==> config.mk <==
export PLATFORM = sky130hd
export DESIGN_NAME = bounded_stack_drop_oldest
export DESIGN_NICKNAME = d
export VERILOG_FILES = /design/src/rtl/bsdo_pkg.sv /design/src/rtl/bsdo_ctrl.sv /design/src/rtl/bsdo_dpath.sv /design/src/rtl/bounded_stack_drop_oldest.sv
export SDC_FILE = /design/constraint.sdc
export NUM_CORES = 1
export LEC_CHECK = 0
export BUFFER_PORTS_ARGS = -buffer_cell sky130_fd_sc_hd__buf_2
export CAP_MARGIN = 10
export CORE_AREA = 3 3 241 337
export CTS_BUF_LIST = sky130_fd_sc_hd__clkbuf_8 sky130_fd_sc_hd__clkbuf_16
export DETAILED_ROUTE_END_ITERATION = 10
export DIE_AREA = 0 0 244 340
export PLACE_DENSITY = 0.46
export SYNTH_ARGS = -nofsm -noshare
export SYNTH_HDL_FRONTEND = slang
export SYNTH_SLANG_ARGS = --single-unit
==> constraint.sdc <==
create_clock -name clock -period 4.44 [get_ports clock]
set_input_delay 0.222 -clock clock [delete_from_list [all_inputs] [get_ports clock]]
set_output_delay 0.222 -clock clock [all_outputs]
set_load 0.005 [all_outputs]
==> src/rtl/bsdo_pkg.sv <==
// shared types and constants for the bounded drop-oldest stack
`timescale 1ns / 1ps

package bsdo_pkg;

   localparam int CMD_W   = 2;
   localparam int VALUE_W = 32;
   localparam int COUNT_W = 5;

   localparam logic [CMD_W-1:0] CMD_PUSH_TOP    = 2'd0;
   localparam logic [CMD_W-1:0] CMD_PUSH_BOTTOM = 2'd1;
   localparam logic [CMD_W-1:0] CMD_POP         = 2'd2;

   // request packing: command, value, zero pad to 40 bits
   localparam int REQ_W = 40;
   // response packing: popped_value, dropped, error, entry_count, is_empty, is_full, pad to 48
   localparam int RSP_W = 48;

   typedef struct packed {
      logic capture;   // latch the accepted request
      logic exec;      // apply the command and load the response register
   } bsdo_ctl_type;

endpackage

==> src/rtl/bsdo_ctrl.sv <==
// controller: request/response handshake sequencing
`timescale 1ns / 1ps

module bsdo_ctrl
   import bsdo_pkg::*;
(
   input  logic         clock,
   input  logic         reset,
   input  logic         req_tvalid,
   output logic         req_tready,
   output logic         rsp_tvalid,
   input  logic         rsp_tready,
   output bsdo_ctl_type ctl
);

   localparam logic ST_IDLE = 1'b0;
   localparam logic ST_EXEC = 1'b1;

   logic state_ff;
   logic state_in;
   logic rsp_valid_ff;
   logic rsp_valid_in;
   logic rsp_free;

   assign req_tready = (state_ff == ST_IDLE);
   assign rsp_tvalid = rsp_valid_ff;
   assign rsp_free   = !rsp_valid_ff || rsp_tready;

   always_comb begin
      state_in     = state_ff;
      rsp_valid_in = rsp_valid_ff && !rsp_tready;
      ctl.capture  = 1'b0;
      ctl.exec     = 1'b0;
      unique case (state_ff)
         ST_IDLE: begin
            if (req_tvalid) begin
               ctl.capture = 1'b1;
               state_in    = ST_EXEC;
            end
         end
         ST_EXEC: begin
            // wait until the response register can take a new result
            if (rsp_free) begin
               ctl.exec     = 1'b1;
               rsp_valid_in = 1'b1;
               state_in     = ST_IDLE;
            end
         end
         default: begin
            state_in = ST_IDLE;
         end
      endcase
   end

   always_ff @(posedge clock) begin
      if (reset) begin
         state_ff     <= ST_IDLE;
         rsp_valid_ff <= 1'b0;
      end else begin
         state_ff     <= state_in;
         rsp_valid_ff <= rsp_valid_in;
      end
   end

endmodule

==> src/rtl/bsdo_dpath.sv <==
// datapath: slot memory, circular bottom pointer, count and response register
`timescale 1ns / 1ps

module bsdo_dpath
   import bsdo_pkg::*;
#(
   parameter int DEPTH = 16
) (
   input  logic               clock,
   input  logic               reset,
   input  bsdo_ctl_type       ctl,
   input  logic [CMD_W-1:0]   command,
   input  logic [VALUE_W-1:0] value,
   output logic [VALUE_W-1:0] popped_value,
   output logic               dropped,
   output logic               error,
   output logic [COUNT_W-1:0] entry_count,
   output logic               is_empty,
   output logic               is_full
);

   localparam int AW = (DEPTH > 1) ? $clog2(DEPTH) : 1;
   localparam int CW = $clog2(DEPTH + 1);
   localparam int SW = CW + 1;
   localparam logic [SW-1:0] DEPTH_S  = SW'(DEPTH);
   localparam logic [AW-1:0] LAST_IDX = AW'(DEPTH - 1);
   localparam logic [CW-1:0] FULL_CNT = CW'(DEPTH);

   logic [VALUE_W-1:0] mem [DEPTH];

   logic [CMD_W-1:0]   cmd_ff;
   logic [VALUE_W-1:0] value_ff;
   logic [AW-1:0]      bottom_ff;
   logic [AW-1:0]      bottom_in;
   logic [CW-1:0]      count_ff;
   logic [CW-1:0]      count_in;
   logic [VALUE_W-1:0] rd_data_ff;
   logic               pop_ok_ff;
   logic               pop_ok_in;
   logic               dropped_ff;
   logic               dropped_in;
   logic               error_ff;
   logic               error_in;
   logic [COUNT_W-1:0] entry_count_ff;
   logic               empty_ff;
   logic               full_ff;

   logic               full;
   logic               empty;
   logic [SW-1:0]      push_sum;
   logic [SW-1:0]      pop_sum;
   logic [AW-1:0]      push_idx;
   logic [AW-1:0]      pop_idx;
   logic [AW-1:0]      bottom_inc;
   logic [AW-1:0]      bottom_dec;
   logic               wr_en;
   logic [AW-1:0]      wr_addr;
   logic               rd_en;

   assign full  = (count_ff == FULL_CNT);
   assign empty = (count_ff == '0);

   // bottom + count stays below twice the depth, so one subtract wraps it
   assign push_sum = SW'(bottom_ff) + SW'(count_ff);
   assign pop_sum  = push_sum - SW'(1);
   assign push_idx = AW'((push_sum >= DEPTH_S) ? push_sum - DEPTH_S : push_sum);
   assign pop_idx  = AW'((pop_sum >= DEPTH_S) ? pop_sum - DEPTH_S : pop_sum);

   assign bottom_inc = (bottom_ff == LAST_IDX) ? '0 : bottom_ff + AW'(1);
   assign bottom_dec = (bottom_ff == '0) ? LAST_IDX : bottom_ff - AW'(1);

   always_comb begin
      bottom_in  = bottom_ff;
      count_in   = count_ff;
      wr_en      = 1'b0;
      wr_addr    = push_idx;
      rd_en      = 1'b0;
      pop_ok_in  = 1'b0;
      dropped_in = 1'b0;
      error_in   = 1'b0;
      unique case (cmd_ff)
         CMD_PUSH_TOP: begin
            wr_en = ctl.exec;
            if (full) begin
               // new top lands on the oldest slot
               wr_addr    = bottom_ff;
               bottom_in  = bottom_inc;
               dropped_in = 1'b1;
            end else begin
               count_in = count_ff + CW'(1);
            end
         end
         CMD_PUSH_BOTTOM: begin
            if (full) begin
               error_in = 1'b1;
            end else begin
               wr_en     = ctl.exec;
               wr_addr   = bottom_dec;
               bottom_in = bottom_dec;
               count_in  = count_ff + CW'(1);
            end
         end
         CMD_POP: begin
            if (empty) begin
               error_in = 1'b1;
            end else begin
               rd_en     = ctl.exec;
               pop_ok_in = 1'b1;
               count_in  = count_ff - CW'(1);
            end
         end
         default: begin
            error_in = 1'b1;
         end
      endcase
   end

   always_ff @(posedge clock) begin
      if (reset) begin
         bottom_ff <= '0;
         count_ff  <= '0;
      end else if (ctl.exec) begin
         bottom_ff <= bottom_in;
         count_ff  <= count_in;
      end
   end

   always_ff @(posedge clock) begin
      if (ctl.capture) begin
         cmd_ff   <= command;
         value_ff <= value;
      end
   end

   always_ff @(posedge clock) begin
      if (wr_en) begin
         mem[wr_addr] <= value_ff;
      end
      if (rd_en) begin
         rd_data_ff <= mem[pop_idx];
      end
   end

   always_ff @(posedge clock) begin
      if (ctl.exec) begin
         pop_ok_ff      <= pop_ok_in;
         dropped_ff     <= dropped_in;
         error_ff       <= error_in;
         entry_count_ff <= COUNT_W'(count_in);
         empty_ff       <= (count_in == '0);
         full_ff        <= (count_in == FULL_CNT);
      end
   end

   assign popped_value = pop_ok_ff ? rd_data_ff : '0;
   assign dropped      = dropped_ff;
   assign error        = error_ff;
   assign entry_count  = entry_count_ff;
   assign is_empty     = empty_ff;
   assign is_full      = full_ff;

endmodule

==> src/rtl/bounded_stack_drop_oldest.sv <==
// top level of the bounded LIFO stack that drops its oldest entry on overflow
`timescale 1ns / 1ps
//
// Bounded stack of DEPTH 32-bit words held in a circular slot memory.
// Request channel (req_*): one command per request, push on top, push under
// the bottom, or pop the top. Response channel (rsp_*): exactly one response
// per request, in request order, with the popped word, the dropped and error
// flags, and the count and empty/full flags after the command.
// A push on top of a full stack overwrites the bottom slot and advances the
// bottom pointer. Pop on empty, push-bottom on full and unknown commands are
// rejected with error set and leave the stack unchanged.
// Timing: a request is captured while idle and executed in the execute step,
// when the slot memory is written or read once; the response is valid the
// cycle after that. One request is in flight at a time, so a new request is
// not taken until the last one has executed.
// When the receiver stalls, the response holds and the next accepted request
// waits in its execute step until the response register frees up.
// Reset empties the stack, returns the controller to idle and clears the
// response valid; slot contents are not cleared and need no clearing pass.
//

module bounded_stack_drop_oldest
   import bsdo_pkg::*;
#(
   parameter int DEPTH = 16
) (
   input  logic             clock,
   input  logic             reset,
   input  logic             req_tvalid,
   output logic             req_tready,
   input  logic [REQ_W-1:0] req_tdata,   // command[1:0], value[33:2], zero [39:34]
   output logic             rsp_tvalid,
   input  logic             rsp_tready,
   output logic [RSP_W-1:0] rsp_tdata    // popped_value[31:0], dropped[32], error[33],
                                         // entry_count[38:34], is_empty[39], is_full[40],
                                         // zero [47:41]
);

   bsdo_ctl_type       ctl;
   logic [VALUE_W-1:0] popped_value;
   logic               dropped;
   logic               error;
   logic [COUNT_W-1:0] entry_count;
   logic               is_empty;
   logic               is_full;

   bsdo_ctrl u_ctrl (
      .clock      (clock),
      .reset      (reset),
      .req_tvalid (req_tvalid),
      .req_tready (req_tready),
      .rsp_tvalid (rsp_tvalid),
      .rsp_tready (rsp_tready),
      .ctl        (ctl)
   );

   bsdo_dpath #(
      .DEPTH (DEPTH)
   ) u_dpath (
      .clock        (clock),
      .reset        (reset),
      .ctl          (ctl),
      .command      (req_tdata[CMD_W-1:0]),
      .value        (req_tdata[CMD_W +: VALUE_W]),
      .popped_value (popped_value),
      .dropped      (dropped),
      .error        (error),
      .entry_count  (entry_count),
      .is_empty     (is_empty),
      .is_full      (is_full)
   );

   assign rsp_tdata = {7'b0, is_full, is_empty, entry_count, error, dropped, popped_value};

endmodule

# [After elaboration in Yosys (flattened, before gate mapping)]
# Memory sizes are Yosys's and may differ from the RTL's. A register that Yosys moved wholly into a read port is not among the register bits.
# Index checks and enable logic that the tools add are counted.
[classes] n_bitwise=1 n_shift=0 n_mux=32 div=0 n_eq_ne=7 mul=0 reduce_logical=11 order_cmp=2 n_addsub=8
[op_table] operator="32-bit 2-to-1 mux" count=1
[op_table] operator="4-bit 2-to-1 mux" count=8
[op_table] operator="4-bit one-hot mux with 2 select lines" count=2
[op_table] operator="1-bit 2-to-1 mux" count=15
[op_table] operator="6-bit by 5-bit >= comparator with 1-bit output, second input constant" count=2
[op_table] operator="4-bit by 1-bit subtractor with 4-bit output, second input constant" count=3
[op_table] operator="5-bit equality test, second input constant" count=2
[op_table] operator="5-bit logical NOT" count=2
[op_table] operator="5-bit 2-to-1 mux" count=2
[op_table] operator="5-bit one-hot mux with 2 select lines" count=1
[op_table] operator="4-bit by 5-bit adder with 6-bit output" count=1
[op_table] operator="6-bit by 1-bit subtractor with 6-bit output, second input constant" count=1
[op_table] operator="5-bit by 1-bit adder with 5-bit output, second input constant" count=1
[op_table] operator="5-bit by 1-bit subtractor with 5-bit output, second input constant" count=1
[op_table] operator="4-bit by 1-bit adder with 4-bit output, second input constant" count=1
[op_table] operator="4-bit equality test, second input constant" count=1
[op_table] operator="4-bit logical NOT" count=1
[op_table] operator="1-bit one-hot mux with 2 select lines" count=2
[op_table] operator="4-bit AND reduction" count=1
[op_table] operator="1-bit one-hot mux with 3 select lines" count=1
[op_table] operator="2-bit by 1-bit equality test with 1-bit output, second input constant" count=1
[op_table] operator="2-bit equality test, second input constant" count=1
[op_table] operator="1-bit logical NOT" count=2
[op_table] operator="2-bit logical NOT" count=1
[op_table] operator="other kinds (7)" count=7
[totals] mem_count=1 elab_cells=74 latch_bits=0 out_inout_bits=50 mem_bits_rw=512 input_bits=44 ff_bits=55 romBits=0
[memory_table] memory="u_dpath.mem" words=16 width=32 read_ports=1 rd_clocked_by_memory_dff=1 wr=1 line="bsdo_dpath.sv:29" rtl="logic [VALUE_W-1:0] mem [DEPTH];"

# [Logic depth before layout (Yosys ltp)]
[depth] word_depth=8 mapped_depth=11 mapped_depth_nobuf=8

# [By module]
# A second synthesis with hierarchy kept.
[unflattened] cells_unflattened=1131 hier_area_um2=23386.2
[by_module_without_submodules] module="bsdo_dpath" area_each_um2=23212.3 cells_each=1110 instances=1
[by_module_without_submodules] module="bsdo_ctrl" area_each_um2=87.6 cells_each=9 instances=1
[by_module_without_submodules] module="bounded_stack_drop_oldest" area_each_um2=86.3 cells_each=12 instances=1

# [Least setup slack after synthesis]
# OpenSTA, ideal clock, no wires.
[synth_timing] kind="reg-to-reg" from="reg u_dpath.bottom_ff[2]" to="mem u_dpath.mem[1][0], enable pin" stages_incl_launch_ff=7 t_required_ns=3.972 arrival_ns=4.202 path_slack_ns=-0.230 period_less_slack_ns=4.670 path_cell_list="dfxtp_1 ha_1 or2_1 and3_1 o31a_1 o31ai_4 nor3b_1"
[synth_via] elab_chain_cells=5 word_cells_on_any_way=10 classes_between="add/sub: 3; order compare: 1; mux: 5; reduce/logical: 1"
[synth_rtl] item="start, declared" line="bsdo_dpath.sv:33" rtl="logic [AW-1:0] bottom_ff;"
[synth_rtl] item="start signal, assigned" line="bsdo_dpath.sv:123" rtl="bottom_ff <= bottom_in;"
[synth_rtl] item="4-bit by 5-bit adder with 6-bit output" line="bsdo_dpath.sv:64" rtl="assign push_sum = SW'(bottom_ff) + SW'(count_ff);"
[synth_rtl] item="6-bit by 5-bit >= comparator with 1-bit output or 4-bit by 1-bit subtractor with 4-bit output (tied branches)" line="bsdo_dpath.sv:66" rtl="assign push_idx = AW'((push_sum >= DEPTH_S) ? push_sum - DEPTH_S : push_sum);"
[synth_rtl] item="4-bit 2-to-1 mux" line="bsdo_dpath.sv:66"
[synth_rtl] item="4-bit 2-to-1 mux, on equally long branches" line="bsdo_dpath.sv:94, bsdo_dpath.sv:84"
[synth_rtl] item="4-bit one-hot mux with 2 select lines (*)" line="bsdo_dpath.sv:81" rtl="unique case (cmd_ff)"
[synth_rtl] item="end, declared" line="bsdo_dpath.sv:29"
# Mark *: on every way between the ends. The rest lies on a longest branch, timed or not.

# [Final worst setup path]
[layout_timing] from="reg u_dpath.count_ff[0]" to="mem u_dpath.mem[6][21], enable pin"
[layout_via] elab_chain_cells=5 word_cells_on_any_way=12 classes_between="add/sub: 2; order compare: 1; eq/ne: 1; mux: 8"
[layout_rtl] item="start, declared" line="bsdo_dpath.sv:35" rtl="logic [CW-1:0] count_ff;"
[layout_rtl] item="start signal, assigned" line="bsdo_dpath.sv:124" rtl="count_ff <= count_in;"
[layout_rtl] item="4-bit by 5-bit adder with 6-bit output or 5-bit equality test (tied branches)" line="bsdo_dpath.sv:64, bsdo_dpath.sv:60"
[layout_rtl] item="6-bit by 5-bit >= comparator with 1-bit output, or another cell as far along" line="bsdo_dpath.sv:66"
[layout_rtl] item="4-bit 2-to-1 mux or 1-bit one-hot mux with 2 select lines (tied branches)" line="bsdo_dpath.sv:66, bsdo_dpath.sv:81"
[layout_rtl] item="4-bit 2-to-1 mux, or another cell as far along" line="bsdo_dpath.sv:94" rtl="if (full) begin"
[layout_rtl] item="4-bit one-hot mux with 2 select lines or 1-bit 2-to-1 mux (tied branches)" line="bsdo_dpath.sv:81, bsdo_dpath.sv:137"
# Several ways; a longest one is shown, not always the timed one.

==> flow_summary.json <==
{
  "postSynth.asyncResetShare": 0,
  "antennaDiodeCount": 0,
  "end_kind": "register",
  "path_class": "register to register",
  "cts.sinks": 599,
  "irDropWorstVdd_v": 0.000292,
  "hold_viol": 0,
  "synthesis.area_mm2": 0.0235,
  "ios": 94,
  "die-height_um": 340,
  "row_count": 121,
  "clk_latency_ps": 640,
  "power_density_mw_per_mm2": 468,
  "slew-limit-headroom": 0.233,
  "max-cap-violations": 0,
  "yosys.area_share.adder": 0.00512,
  "grt.total_usage": 0.129,
  "status": "completed",
  "die_area_mm2": 0.0830,
  "drive_gt1_frac": 0.278,
  "port_buffers": 80,
  "hold_depth": 2,
  "placed_area_mm2": 0.0254,
  "nets": 1299,
  "r2r-start": "u_dpath.count_ff[0]$_SDFFE_PP0P_",
  "yosys_warnings": 0,
  "maxSlewViolCount": 0,
  "grt_antenna_before_repair": 0,
  "synth_edf_count": 588,
  "fin_crit_ps": 3780,
  "grt_max_degree": 87,
  "min_from": "req_tdata[19]",
  "crit_arrival_ps": 4040,
  "grt_pass1_vias": 12000,
  "cts.path.max_buffers": 3,
  "muxShareOfSynthArea": 0.165,
  "pre_cts_ws_ps": 678,
  "syn_area_per_cell_um2": 21.5,
  "synth_simple_gate_area_frac": 0.0296,
  "finalCritPeriodShare": 0.852,
  "hold_ws_ps": 296,
  "hold_path_end": "u_dpath.value_ff[17]$_DFFE_PP_",
  "final_cell_mix": "588 x edfxtp_1, 128 x mux4_2, 98 x mux2i_1",
  "synth_compound_area_frac": 0.0172,
  "worstRegToRegCells": 8,
  "drt_iter0_markers": 744,
  "final_cells": 2339,
  "path_clk_slew_ps": 60,
  "cts_buffers": 59,
  "core_mm2": 0.0781,
  "drt-total-wl_um": 52900,
  "min_path_type": "input pin to register",
  "dr_total_vias": 10900,
  "cts_resized": 0,
  "cts_root_buf": "clkbuf_16",
  "firstDrtPassIters": 4,
  "die_x_um": 244,
  "grt_pass1_wl_um": 79400,
  "ys.flop_type": "edfxtp_1",
  "synth.distinct_cells": 65,
  "gp_congestion": 0.697,
  "grt_overflow_total": 0,
  "postLayoutCellArea_mm2": 0.0277,
  "post-place-cells": 2191,
  "synthCells": 1091,
  "setup_viol": 0,
  "rsz0062_at_grt": "false",
  "rr_endpoint": "u_dpath.mem[6][21]$_DFFE_PP_",
  "cp-start-kind": "register",
  "route.detailed.drc": 0,
  "setup_ws_ps": 655,
  "area_delta_synth_final_pct": 18.2,
  "worstMarginPinSlew_ps": 1150,
  "max_freq_mhz": 264,
  "synth-seq-cells": 599,
  "crit_required_ps": 4700,
  "h-tree-depth": 2,
  "cts_setup_buffers": 0,
  "vias_per_cell": 4.67,
  "postRouteAntennaNets": 0,
  "synth_top_family_by_area": "multiplexers",
  "p_leak_nw": 8.93,
  "skew_ps": 20.0,
  "dp_hpwl_um": 27900,
  "regToRegSetupSlack_ps": 660,
  "initial_core_util": 0.300,
  "synth_xor_area_frac": 0.00405,
  "path_max_fanout": 32,
  "ctsHoldBuffers": 39,
  "ys_seq_area_frac": 0.762,
  "wire_per_inst_um": 22.6,
  "final_common_cell": "edfxtp_1",
  "tritoncts": "yes"
}
[worst max path at each step]
stage	end	cells after the start	startpoint	slack, ps
floorplan	u_dpath.mem[3][0]$_DFFE_PP_	6	u_dpath.bottom_ff[2]$_SDFFE_PP0P_	-220
global placement	u_dpath.mem[6][14]$_DFFE_PP_	7	u_dpath.bottom_ff[2]$_SDFFE_PP0P_	790
detailed placement	u_dpath.mem[6][14]$_DFFE_PP_	8	u_dpath.count_ff[0]$_SDFFE_PP0P_	680
CTS	u_dpath.mem[6][3]$_DFFE_PP_	8	u_dpath.count_ff[0]$_SDFFE_PP0P_	650
global route	u_dpath.mem[7][7]$_DFFE_PP_	8	u_dpath.count_ff[0]$_SDFFE_PP0P_	410
finish	u_dpath.mem[6][21]$_DFFE_PP_	8	u_dpath.count_ff[0]$_SDFFE_PP0P_	660
[final cells by class]
| class | instances | area (um^2) |
|---|---|---|
| clock buffers | 60 | 1500 |
| clock inverters | 49 | 393 |
| fillers | 7361 | 50400 |
| inverters | 14 | 52.6 |
| multi-input cells | 420 | 5400 |
| flip-flops and latches | 599 | 17900 |
| well taps | 1045 | 1310 |
| repair buffers | 152 | 1190 |
[layer usage]
| metal | part of all wire | track usage | wire length (um) | vias up |
|---|---|---|---|---|
| met5 | 0 | 0 | 0 | - |
| met4 | 0.025 | 0.0394 | 1300 | 0 |
| met3 | 0.044 | 0.0249 | 2330 | 75 |
| met2 | 0.51 | 0.228 | 27200 | 227 |
| met1 | 0.42 | 0.159 | 22000 | 5807 |
| li1 | - | - | - | 4811 |
[report_power, final]
group | switching, W | total [W] | internal [W]
Combinational | 0.000840 | 0.00158 | 0.000741
Sequential | 0.000103 | 0.00645 | 0.00635
Clock | 0.00215 | 0.00494 | 0.00279
Total | 0.00309 | 0.0130 | 0.00988
[state kept, by name (all words and copies together), names as in the netlist, 2 cells and up]
signal	cells
u_dpath.entry_count	5
u_dpath.value_ff	32
u_dpath.cmd_ff	2
u_dpath.count_ff	5
u_dpath.mem	512
u_dpath.bottom_ff	4
u_dpath.rd_data_ff	32
[cells in the mapped netlist (2+ instances only)]
cell type,number,share of area
a2bb2oi_1,2,0.00075
a21oi_1,9,0.0019
nor2b_1,3,0.00080
nor3_1,15,0.0032
ha_1,8,0.0043
buf_6,3,0.0014
o32ai_1,2,0.00075
buf_4,14,0.0045
a211oi_2,2,0.0011
o21ai_0,4,0.00085
dfxtp_1,11,0.0094
nand2_1,8,0.0013
mux2i_1,98,0.042
nor3b_1,8,0.0026
clkbuf_1,29,0.0046
o211ai_1,2,0.00064
a221o_1,2,0.00085
mux4_2,128,0.12
a211oi_1,3,0.00096
nand2b_1,10,0.0027
a31oi_1,2,0.00053
nor2_1,22,0.0035
a221oi_1,2,0.00075
a211o_1,2,0.00075
o31ai_1,2,0.00064
buf_1,2,0.00032
and2_1,32,0.0085
o21a_1,2,0.00064
inv_1,13,0.0021
buf_2,16,0.0034
nor4_1,5,0.0013
xnor2_1,4,0.0015
o21ai_1,2,0.00043
nor3b_2,2,0.0011
nand3_1,5,0.0011
edfxtp_1,588,0.75
[cells by family (layout without fill, tap and decap cells)]
kind of cell	Yosys count	in the layout
flip-flops	599	599
multiplexers	227	227
AND/OR/NAND/NOR	119	119
buffers and inverters	78	275
AO/OA/AOI/OAI	51	51
adder cells (fa/ha/maj)	9	9
XOR/XNOR	7	7
other	1	7
[critical path: stages (launching register included)]
cell and delay, ps:
dfxtp_1 550, inv_1 150, ha_1 290, nand4bb_1 360, nor2_1 100, o31a_1 310, o31ai_4 800, nor3b_4 300
buf_4 530
[through the flow]
stage | util | setup TNS, ps | total power [W]
floorplan | - | -35770 | 0.00764
global placement | 0.326 | 0 | 0.00816
detailed placement | 0.326 | 0 | 0.00819
CTS | 0.355 | 0 | 0.0132
global route | 0.355 | 0 | 0.0135
finish | 0.355 | 0 | 0.0130
Note: power is estimated with default switching activity, not from simulation.
